File: src/rtl/core/ptd_pkg.sv
// ----------------------------------------------------------------------------
// ptd_pkg: shared types and constants of the periodic task dispatcher
// Request and result payloads, request codes and field widths.
// ----------------------------------------------------------------------------
package ptd_pkg;

	localparam int TASK_SLOTS_DEF = 8;
	localparam int TICK_W         = 32;
	localparam int PERIOD_W       = 16;
	localparam int OFFSET_W       = 8;
	localparam int SLOT_FIELD_W   = 4;
	localparam int CFG_W          = 8;

	localparam logic [2:0] REQ_TIMER   = 3'd0;
	localparam logic [2:0] REQ_INSTALL = 3'd1;
	localparam logic [2:0] REQ_DELETE  = 3'd2;
	localparam logic [2:0] REQ_PAUSE   = 3'd3;
	localparam logic [2:0] REQ_RESUME  = 3'd4;

	typedef struct packed {
		logic [2:0]              req_type;
		logic [SLOT_FIELD_W-1:0] task_slot;
		logic [PERIOD_W-1:0]     period;
		logic [OFFSET_W-1:0]     phase_offset;
	} ptd_req_t;

	typedef struct packed {
		logic [SLOT_FIELD_W-1:0] due_task;
		logic                    last_in_run;
		logic [TICK_W-1:0]       tick_value;
	} ptd_res_t;

endpackage

File: src/rtl/core/ptd_rem_unit.sv
// ----------------------------------------------------------------------------
// ptd_rem_unit: bit-serial remainder of the tick count by a slot period
// Restoring division, one dividend bit per cycle, MSB first.
// ----------------------------------------------------------------------------
module ptd_rem_unit import ptd_pkg::*; (
	input  logic                clk,
	input  logic                arst_n,
	input  logic                start,
	input  logic [TICK_W-1:0]   dividend,
	input  logic [PERIOD_W-1:0] divisor,
	output logic                done,
	output logic [PERIOD_W-1:0] rem
);

	localparam int CNT_W = $clog2(TICK_W + 1);

	logic [TICK_W-1:0]   dvd_q;
	logic [PERIOD_W-1:0] div_q;
	logic [PERIOD_W-1:0] rem_q;
	logic [CNT_W-1:0]    cnt_q;
	logic                run_q;
	logic                done_q;
	logic [PERIOD_W:0]   trial;
	logic [PERIOD_W:0]   diff;
	logic [PERIOD_W-1:0] next_rem;

	// remainder stays below the divisor, so the trial fits one extra bit
	always_comb begin
		trial    = {rem_q, dvd_q[TICK_W-1]};
		diff     = trial - {1'b0, div_q};
		next_rem = (trial >= {1'b0, div_q}) ? diff[PERIOD_W-1:0] : trial[PERIOD_W-1:0];
	end

	always_ff @(posedge clk or negedge arst_n) begin
		if (!arst_n) begin
			cnt_q  <= '0;
			run_q  <= 1'b0;
			done_q <= 1'b0;
		end else begin
			done_q <= run_q && (cnt_q == CNT_W'(1));
			if (start) begin
				cnt_q <= CNT_W'(TICK_W);
				run_q <= 1'b1;
			end else if (run_q) begin
				cnt_q <= cnt_q - CNT_W'(1);
				if (cnt_q == CNT_W'(1)) begin
					run_q <= 1'b0;
				end
			end
		end
	end

	always_ff @(posedge clk) begin
		if (start) begin
			dvd_q <= dividend;
			div_q <= divisor;
			rem_q <= '0;
		end else if (run_q) begin
			dvd_q <= {dvd_q[TICK_W-2:0], 1'b0};
			rem_q <= next_rem;
		end
	end

	assign done = done_q;
	assign rem  = rem_q;

endmodule

File: src/rtl/core/periodic_task_dispatcher.sv
// ----------------------------------------------------------------------------
// periodic_task_dispatcher: time-triggered task slot scheduler
// Divides timer events into ticks and reports due slots on every tick.
// ----------------------------------------------------------------------------
// Table requests and non-ticking timer events are taken while idle; busy stays low.
// A ticking event walks all slots, highest first: an idle slot passes through WALK,
// a live slot through WALK, DIV (serial remainder) and CHECK, and FLUSH closes the run.
// Results leave one per strobe cycle and cannot be stalled. Reset clears the table
// marks, counters and divisor to 1.
module periodic_task_dispatcher import ptd_pkg::*; #(
	parameter int TASK_SLOTS = TASK_SLOTS_DEF
) (
	input  logic             clk,
	input  logic             arst_n,
	input  logic             start,
	output logic             busy,
	input  ptd_req_t         req,
	input  logic             cfg_we,
	input  logic [CFG_W-1:0] cfg_wdata,
	output logic             result_strobe,
	output ptd_res_t         result
);

	localparam int SLOT_W = (TASK_SLOTS > 1) ? $clog2(TASK_SLOTS) : 1;
	localparam logic [SLOT_W-1:0] LAST_SLOT = SLOT_W'(TASK_SLOTS - 1);

	typedef enum logic [4:0] {
		ST_IDLE  = 5'b00001,
		ST_WALK  = 5'b00010,
		ST_DIV   = 5'b00100,
		ST_CHECK = 5'b01000,
		ST_FLUSH = 5'b10000
	} state_t;

	state_t              state_q;
	logic [CFG_W-1:0]    div_cfg_q;
	logic [CFG_W-1:0]    event_cnt_q;
	logic [TICK_W-1:0]   tick_q;
	logic [TASK_SLOTS-1:0] present_q;
	logic [TASK_SLOTS-1:0] paused_q;
	logic [PERIOD_W-1:0] period_q [TASK_SLOTS];
	logic [OFFSET_W-1:0] offset_q [TASK_SLOTS];
	logic [SLOT_W-1:0]   idx_q;
	logic [SLOT_W-1:0]   pend_q;
	logic                pend_v_q;
	logic                strobe_q;
	ptd_res_t            result_q;

	logic                accept;
	logic                in_range;
	logic [SLOT_W-1:0]   wr_idx;
	logic [CFG_W:0]      next_cnt;
	logic [CFG_W:0]      divisor;
	logic                tick_now;
	logic                sel_live;
	logic                rem_start;
	logic                rem_done;
	logic [PERIOD_W-1:0] rem;
	logic                match;
	logic                emit;
	logic                emit_last;

	assign accept   = start && (state_q == ST_IDLE);
	assign busy     = (state_q != ST_IDLE);
	assign in_range = ({1'b0, req.task_slot} < (SLOT_FIELD_W + 1)'(TASK_SLOTS));
	assign wr_idx   = req.task_slot[SLOT_W-1:0];
	assign next_cnt = {1'b0, event_cnt_q} + (CFG_W + 1)'(1);
	// a zero divisor acts as one
	assign divisor  = (div_cfg_q == '0) ? (CFG_W + 1)'(1) : {1'b0, div_cfg_q};
	assign tick_now = accept && (req.req_type == REQ_TIMER) && (next_cnt >= divisor);

	assign sel_live  = present_q[idx_q] && !paused_q[idx_q] && (period_q[idx_q] != '0);
	assign rem_start = (state_q == ST_WALK) && sel_live;
	assign match     = (rem == {{(PERIOD_W - OFFSET_W){1'b0}}, offset_q[idx_q]});
	assign emit      = pend_v_q && (((state_q == ST_CHECK) && match) || (state_q == ST_FLUSH));
	assign emit_last = (state_q == ST_FLUSH);

	ptd_rem_unit u_rem (
		.clk      (clk),
		.arst_n   (arst_n),
		.start    (rem_start),
		.dividend (tick_q),
		.divisor  (period_q[idx_q]),
		.done     (rem_done),
		.rem      (rem)
	);

	always_ff @(posedge clk or negedge arst_n) begin
		if (!arst_n) begin
			div_cfg_q <= CFG_W'(1);
		end else if (cfg_we) begin
			div_cfg_q <= cfg_wdata;
		end
	end

	// timer divider, tick counter and slot marks
	always_ff @(posedge clk or negedge arst_n) begin
		if (!arst_n) begin
			event_cnt_q <= '0;
			tick_q      <= '0;
			present_q   <= '0;
			paused_q    <= '0;
		end else if (accept) begin
			if (req.req_type == REQ_TIMER) begin
				if (tick_now) begin
					event_cnt_q <= '0;
					tick_q      <= tick_q + TICK_W'(1);
				end else begin
					event_cnt_q <= next_cnt[CFG_W-1:0];
				end
			end else if (in_range) begin
				unique case (req.req_type)
					REQ_INSTALL: begin
						present_q[wr_idx] <= 1'b1;
						paused_q[wr_idx]  <= 1'b0;
					end
					REQ_DELETE: begin
						present_q[wr_idx] <= 1'b0;
						paused_q[wr_idx]  <= 1'b0;
					end
					REQ_PAUSE:  paused_q[wr_idx] <= 1'b1;
					REQ_RESUME: paused_q[wr_idx] <= 1'b0;
					default: ;
				endcase
			end
		end
	end

	always_ff @(posedge clk) begin
		if (accept && in_range && (req.req_type == REQ_INSTALL)) begin
			period_q[wr_idx] <= req.period;
			offset_q[wr_idx] <= req.phase_offset;
		end
	end

	// slot walk: hold the last due slot until the next one or the end of the run
	always_ff @(posedge clk or negedge arst_n) begin
		if (!arst_n) begin
			state_q  <= ST_IDLE;
			idx_q    <= '0;
			pend_q   <= '0;
			pend_v_q <= 1'b0;
			strobe_q <= 1'b0;
		end else begin
			strobe_q <= emit;
			unique case (state_q)
				ST_IDLE: begin
					if (tick_now) begin
						state_q  <= ST_WALK;
						idx_q    <= LAST_SLOT;
						pend_v_q <= 1'b0;
					end
				end
				ST_WALK: begin
					if (sel_live) begin
						state_q <= ST_DIV;
					end else if (idx_q == '0) begin
						state_q <= ST_FLUSH;
					end else begin
						idx_q <= idx_q - SLOT_W'(1);
					end
				end
				ST_DIV: begin
					if (rem_done) begin
						state_q <= ST_CHECK;
					end
				end
				ST_CHECK: begin
					if (match) begin
						pend_q   <= idx_q;
						pend_v_q <= 1'b1;
					end
					if (idx_q == '0) begin
						state_q <= ST_FLUSH;
					end else begin
						state_q <= ST_WALK;
						idx_q   <= idx_q - SLOT_W'(1);
					end
				end
				ST_FLUSH: begin
					state_q  <= ST_IDLE;
					pend_v_q <= 1'b0;
				end
				default: state_q <= ST_IDLE;
			endcase
		end
	end

	always_ff @(posedge clk) begin
		if (emit) begin
			result_q.due_task    <= SLOT_FIELD_W'(pend_q);
			result_q.last_in_run <= emit_last;
			result_q.tick_value  <= tick_q;
		end
	end

	assign result_strobe = strobe_q;
	assign result        = result_q;

endmodule

File: config.mk
export PLATFORM = sky130hd
export DESIGN_NAME = periodic_task_dispatcher
export DESIGN_NICKNAME = d
export VERILOG_FILES = /design/src/rtl/core/ptd_pkg.sv /design/src/rtl/core/ptd_rem_unit.sv /design/src/rtl/core/periodic_task_dispatcher.sv
export SDC_FILE = /design/constraint.sdc
export NUM_CORES = 1
export LEC_CHECK = 0
export ABC_CLOCK_PERIOD_IN_PS = 10700
export BUFFER_PORTS_ARGS = -buffer_cell sky130_fd_sc_hd__buf_2
export CORE_MARGIN = 1
export CORE_UTILIZATION = 30
export DETAILED_ROUTE_END_ITERATION = 6
export PLACE_DENSITY = 0.52
export SYNTH_ARGS = -nofsm -noshare
export SYNTH_HDL_FRONTEND = slang
export SYNTH_SLANG_ARGS = --single-unit
File: constraint.sdc
create_clock -name clk -period 10.7 [get_ports clk]
set_input_delay 0.535 -clock clk [delete_from_list [all_inputs] [get_ports clk]]
set_output_delay 0.535 -clock clk [all_outputs]
set_load 0.05 [all_outputs]
==> After elaboration in Yosys (flattened, before gate mapping) <==
Memory sizes are Yosys's and may differ from the RTL's.
Cells that the tools add are included.
{ "totals": {"register_bits": 185, "n_memories": 2, "ram_bits": 192, "output_inout_bits": 39, "word_cells": 120, "inputBits": 43} }
{ "classes": {"reduce_logical": 32, "magnitude_cmp": 6, "n_addsub": 5, "bitwise_logic": 6, "mux": 33, "eq_ne": 17} }
{ "memory_table": {"columns": ["name", "depth", "width", "read_ports", "rd_clocked_by_memory_dff", "write_ports", "line", "rtl"], "rows": [
  ["period_q", 8, 16, 1, 0, 1, "periodic_task_dispatcher.sv:41", "logic [PERIOD_W-1:0] period_q [TASK_SLOTS];"],
  ["offset_q", 8, 8, 1, 0, 1, "periodic_task_dispatcher.sv:42", "logic [OFFSET_W-1:0] offset_q [TASK_SLOTS];"]
]} }
{ "op_table": {"columns": ["cell", "count"], "rows": [
  ["32-bit 2-to-1 mux", 2],
  ["32-bit by 1-bit adder with 32-bit output (second input constant)", 1],
  ["8-bit one-hot mux with 2 select lines", 2],
  ["5-bit 2-to-1 mux", 5],
  ["5-bit one-hot mux with 4 select lines", 1],
  ["17-bit by 16-bit greater-or-equal comparator with 1-bit output", 1],
  ["8-bit AND", 2],
  ["16-bit by 8-bit equality test with 1-bit output", 1],
  ["16-bit 2-to-1 mux", 1],
  ["8-bit 2-to-1 mux", 2],
  ["8-bit bitwise OR", 2],
  ["16-bit nonzero test", 1],
  ["16-bit subtractor", 1],
  ["1-bit logical AND", 12],
  ["6-bit 2-to-1 mux", 2],
  ["3-bit AND reduction", 4],
  ["1-bit 2-to-1 mux", 10],
  ["8-bit by 1-bit adder with 9-bit output (second input constant)", 1],
  ["9-bit by 8-bit greater-or-equal comparator with 1-bit output", 1],
  ["3-bit 2-to-1 mux", 3],
  ["3-bit one-hot mux with 3 select lines", 1],
  ["8-bit zero test", 1],
  ["3-bit by 4-bit less-than comparator with 1-bit output (second input constant)", 2],
  ["8-bit inverter", 1],
  ["29 further kinds", 39]
]} }

==> Logic depth before layout (Yosys ltp) <==
{ "depth": {"word_depth": 7, "depth_mapped": 14, "ltp_nobuf": 13} }

==> Hierarchy <==
Synthesis repeated with hierarchy kept, for this count alone.
{ "unflattened": {"cells_unflattened": 1075, "area_unflattened_um2": 16404.5} }
{ "by_module_without_submodules": {"columns": ["mod", "cells_each", "area_each_um2", "n_inst", "seq_area_each_um2"], "rows": [
  ["periodic_task_dispatcher", 725, 12440.7, 1, 8775.9],
  ["ptd_rem_unit", 350, 3963.8, 1, 1961.9]
]} }

==> Worst setup path before layout <==
Ideal clock, no wire load.
{ "synth_timing": {"kind": "reg2reg", "start": "reg state_q[1]", "end": "mem offset_q[3][0], enable pin", "slack_ns": 6.567, "path_stages_with_launch": 7, "setup_ns": 0.435, "t_arrival_ns": 3.698, "period_less_slack_ns": 4.133, "n_path_buf": 0, "required_ns": 10.265, "cell_sequence": "dfrtp_1 -> nor2_1 -> nand4bb_1 -> or2_1 -> nor3_1 -> nand3b_1 -> nor3_1"} }
{ "synth_via": {"elab_chain_len": 6} }
{ "synth_rtl": {"columns": ["element", "line", "rtl"], "rows": [
  ["start, declared", "periodic_task_dispatcher.sv:35", "state_t state_q;"],
  ["start signal, assigned", "periodic_task_dispatcher.sv:139", "state_q <= ST_IDLE;"],
  ["start signal, assigned", "periodic_task_dispatcher.sv:149", "state_q <= ST_WALK;"],
  ["start signal, assigned", "periodic_task_dispatcher.sv:156", "state_q <= ST_DIV;"],
  ["5-bit by 1-bit equality test with 1-bit output", "periodic_task_dispatcher.sv:63", "assign accept = start && (state_q == ST_IDLE);"],
  ["1-bit logical AND", "periodic_task_dispatcher.sv:63", null],
  ["1-bit logical AND (2 in a row)", "periodic_task_dispatcher.sv:130", "if (accept && in_range && (req.req_type == REQ_INSTALL)) begin"],
  ["1-bit 2-to-1 mux", "periodic_task_dispatcher.sv:130", null],
  ["1-bit 2-to-1 mux (not written as such)", "periodic_task_dispatcher.sv:132", "offset_q[wr_idx] <= req.phase_offset;"],
  ["end, declared", "periodic_task_dispatcher.sv:42", null]
]} }
No other way between the ends.

==> Final worst setup path <==
{ "layout_timing": {"start": "reg idx_q[2]", "end": "reg u_rem.rem_q[9] (netlist: u_rem.rem[9])"} }
{ "layout_via": {"elab_chain_len": 6, "elab_cells_between_ends": 10, "cone_classes": "mux: 4; reduce/logical: 5; memory: 1"} }
{ "layout_rtl": {"columns": ["element", "line", "rtl"], "rows": [
  ["start, declared", "periodic_task_dispatcher.sv:43", "logic [SLOT_W-1:0] idx_q;"],
  ["start signal, assigned", "periodic_task_dispatcher.sv:160", "idx_q <= idx_q - SLOT_W'(1);"],
  ["start signal, assigned", "periodic_task_dispatcher.sv:177", "idx_q <= idx_q - SLOT_W'(1);"],
  ["parallel branches: the longest is 4 deep, another holds memory 8 x 16 bit", null, null],
  ["1-bit logical AND (*)", "periodic_task_dispatcher.sv:72", "assign sel_live = present_q[idx_q] && !paused_q[idx_q] && (period_q[idx_q] != '0);"],
  ["1-bit logical AND (*)", "periodic_task_dispatcher.sv:73", "assign rem_start = (state_q == ST_WALK) && sel_live;"],
  ["end signal, assigned", "ptd_rem_unit.sv:60", "rem_q <= next_rem;"],
  ["end, declared", "ptd_rem_unit.sv:19", "logic [PERIOD_W-1:0] rem_q;"]
]} }
Every way passes the cells marked *. The select of a mux whose other input is x is not followed.
A chain may end at the register's enable or synchronous reset.

==> flow_summary.toml <==
[floorplanning]
die-area_um2 = 55900
die_h_um = 236
core_area_um2 = 54000
num_rows = 85
ios = 82
die_x_um = 236
initial_core_util = 0.305

[grt]
grt_pass1_wl_mm = 58.1
antenna_found_initial = 1
first_global_vias = 9892
grt_max_degree = 57
grt-ovfl-total = 0
grt_util_all_layers = 0.133

[layout]
final_cell_mix = "276 x edfxtp_1, 113 x nand2_1, 80 x dfrtp_1"
fin_area_um2 = 19000
syn_to_final_growth_pct = 15.2
layout-drive-gt1-share = 0.225
final_common_cell = "edfxtp_1"
final_nets = 1322
antenna_cells = 0

[cts]
cts_tree = "built"
clockBufferDepth = 3
numCtsBuffers = 42
clock-root-buffer = "clkbuf_16"
postCtsSetupBuffers = 0
clk_pin_slew_worst_paths_ns = 0.06
cts.sinks = 377
clkLatencyLatePin_ns = 0.56
htreeDepth = 2

[power_and_ir_drop]
vdd_drop_max_mv = 0.108
intPower_mw = 2.47
cellPowerDensity_nw_per_um2 = 169
clkPwrFrac = 0.420
pwr-share-seq = 0.509
p_comb_frac = 0.071
power_switching_mw = 0.741
p_sw_frac = 0.230
p_leak_nw = 6.71

[logic_synthesis]
synth_edf_count = 276
yosysSeqAreaShare = 0.651
synthesis.nets = 1219
avgSynthCellArea_um2 = 14.4
synth_async_sr_flop_share = 0.225
synth_cell_types = 77
synthCells = 1145
synth_area_um2 = 16500
yosysWarnings = 0
yosys_register_bits = 377
yosys_most_used_dff = "edfxtp_1"

[worst_setup_path]
crit_path_end_kind = "flip-flop"
critPathMaxStageDelay_ns = 0.78
critPathSlowestCell = "dfrtp_2"
cp.arrival_ns = 5.12
critPathBufInv = 2
worst_setup_path_start_kind = "flip-flop"
critPathTopFamily = "compound AO/OA/AOI/OAI gates"
crit_type = "flip-flop to flip-flop"
crit_required_ns = 11.14
crit_fanout = 44
cp_cell_sequence = "buf_4 > mux2_2 > nor3_1 > o21ai_0 > a2111oi_2 > o32ai_2 > nand3_2 > inv_2 > a211oi_1"

[sta]
slew_violations = 0
max_freq_mhz = 214
final_hold_viol_count = 0
rsz0062_at_grt = "no"
finalSetupTns_ns = 0
skew_ns = 0.0276
tightest_slew_ns = 0.975
fin_crit_sh = 0.437
setup_viol = 0
hold_slack_ns = 0.201
maxSlewHeadroom = 0.350
fin_crit_ns = 4.68

[drt]
drt-initial-drc-count = 773
num_vias = 9619
drc = 0
drtAntennaViolNets = 0
wire_per_inst_um = 18.5
firstDrtPassIters = 5
viasPerCell = 4.87
totalWireLength_mm = 36.6

[placed_design]
dp_hpwl_mm = 23.8
placed_area_um2 = 17700
port_buffers = 80
gp_congestion = 0.784

[hold_path]
worstHoldPathType = "primary input to flip-flop"

[run_status]
status = "finished, final reports clean"

[run]
cap_violations = 0
[layout make-up]
type	instances	area, µm²
sequential	377	10700
timing repair buffer	100	556
inverter	44	165
fill	5259	35000
clock buffer	56	1100
clock inverter	18	153
tap	696	871
multi-input combinational	683	5400
[cells in the mapped netlist, types with 11 or more instances]
master / count / share of area
nand3_1: 27 / 0.0082
nor3_1: 24 / 0.0073
inv_1: 42 / 0.0096
buf_2: 21 / 0.0064
o21ai_0: 37 / 0.011
a211oi_2: 11 / 0.0083
dfrtp_1: 83 / 0.13
nor2b_1: 11 / 0.0042
nand2b_1: 14 / 0.0053
mux4_2: 43 / 0.059
nand2_1: 113 / 0.026
xor2_1: 22 / 0.012
ha_1: 30 / 0.023
nand4_1: 12 / 0.0046
a21oi_1: 29 / 0.0088
xnor2_1: 40 / 0.021
nor4_1: 22 / 0.0083
and3_1: 15 / 0.0057
dfxtp_1: 16 / 0.019
edfxtp_1: 276 / 0.50
clkbuf_1: 13 / 0.0030
nor2_1: 64 / 0.015
mux2_2: 44 / 0.030
mux2i_1: 22 / 0.013
[registers in the layout, indices dropped and copies added, names as in the netlist, named ones only]
signal         count
u_rem.rem         16
period_q         128
result_strobe      1
u_rem.run_q        1
u_rem.done         1
tick_q            32
result            36
div_cfg_q          8
u_rem.cnt_q        6
offset_q          64
pend_q             3
event_cnt_q        8
idx_q              3
u_rem.div_q       16
pend_v_q           1
u_rem.dvd_q       32
state_q            5
[power groups by stage]
stage | clock, mW | sequential [mW] | combinational (mW)
2_1_floorplan | 0 | 1.65 | 0.164
3_3_place_gp | 0 | 1.66 | 0.226
3_5_place_dp | 0 | 1.66 | 0.229
4_1_cts | 1.40 | 1.64 | 0.231
5_1_grt | 1.45 | 1.64 | 0.258
6_report | 1.35 | 1.64 | 0.227
[kinds of logic (layout without fill, tap and decap cells)]
group,Yosys count,count (layout),synth area share
adder cells (fa/ha/maj),31,31,0.0240
XOR/XNOR,62,62,0.0329
flip-flops,377,377,0.651
AND/OR/NAND/NOR,343,343,0.105
other,1,1,0.000228
buffers and inverters,85,218,0.0228
AO/OA/AOI/OAI,133,133,0.0588
multiplexers,113,113,0.105
[per-stage QoR]
stage	instances	setup WS (ns)	total power, mW	utilization
finish	1974	6.02	3.21	0.351
global route	1974	5.67	3.34	0.351
CTS	1974	5.93	3.26	0.351
detailed placement	1899	5.98	1.89	0.328
global placement	1899	6.03	1.89	0.328
floorplan	1145	6.57	1.82	-
[path summary, 6_finish.rpt]
path,to,from,depth (start not counted),slack (ns)
setup / recovery,u_rem.rem[9],idx_q[2],9,6.02
hold / removal,div_cfg_q[2],cfg_wdata[2],3,0.20
setup reg to reg,u_rem.rem[9],idx_q[2],9,6.02
hold reg to reg,flip-flop,flip-flop,1,0.51
max in group asynchronous,idx_q[1],arst_n,3,9.10
min in group asynchronous,tick_q[12],arst_n,2,0.50
[what timing repair did]
action | CTS | global route
resized for setup | 0 | 0
hold endpoints to repair | 37 | 0
hold buffers | 1 | 0
[worst register-to-register path, stage by stage (launching register included)]
cell	delay, ns
dfrtp_2	0.78
buf_4	0.63
mux2_2	0.43
nor3_1	0.12
o21ai_0	0.14
a2111oi_2	0.56
o32ai_2	0.25
nand3_2	0.74
inv_2	0.58
a211oi_1	0.33
[layer usage]
metal,vias to the layer above,wire length [µm],global-route usage
met1,4868,17000,0.181
met5,-,11,0
li1,4529,-,-
met2,169,17200,0.213
met4,2,728,0.0396
met3,51,1600,0.0290
(Power assumes the default switching activity.)
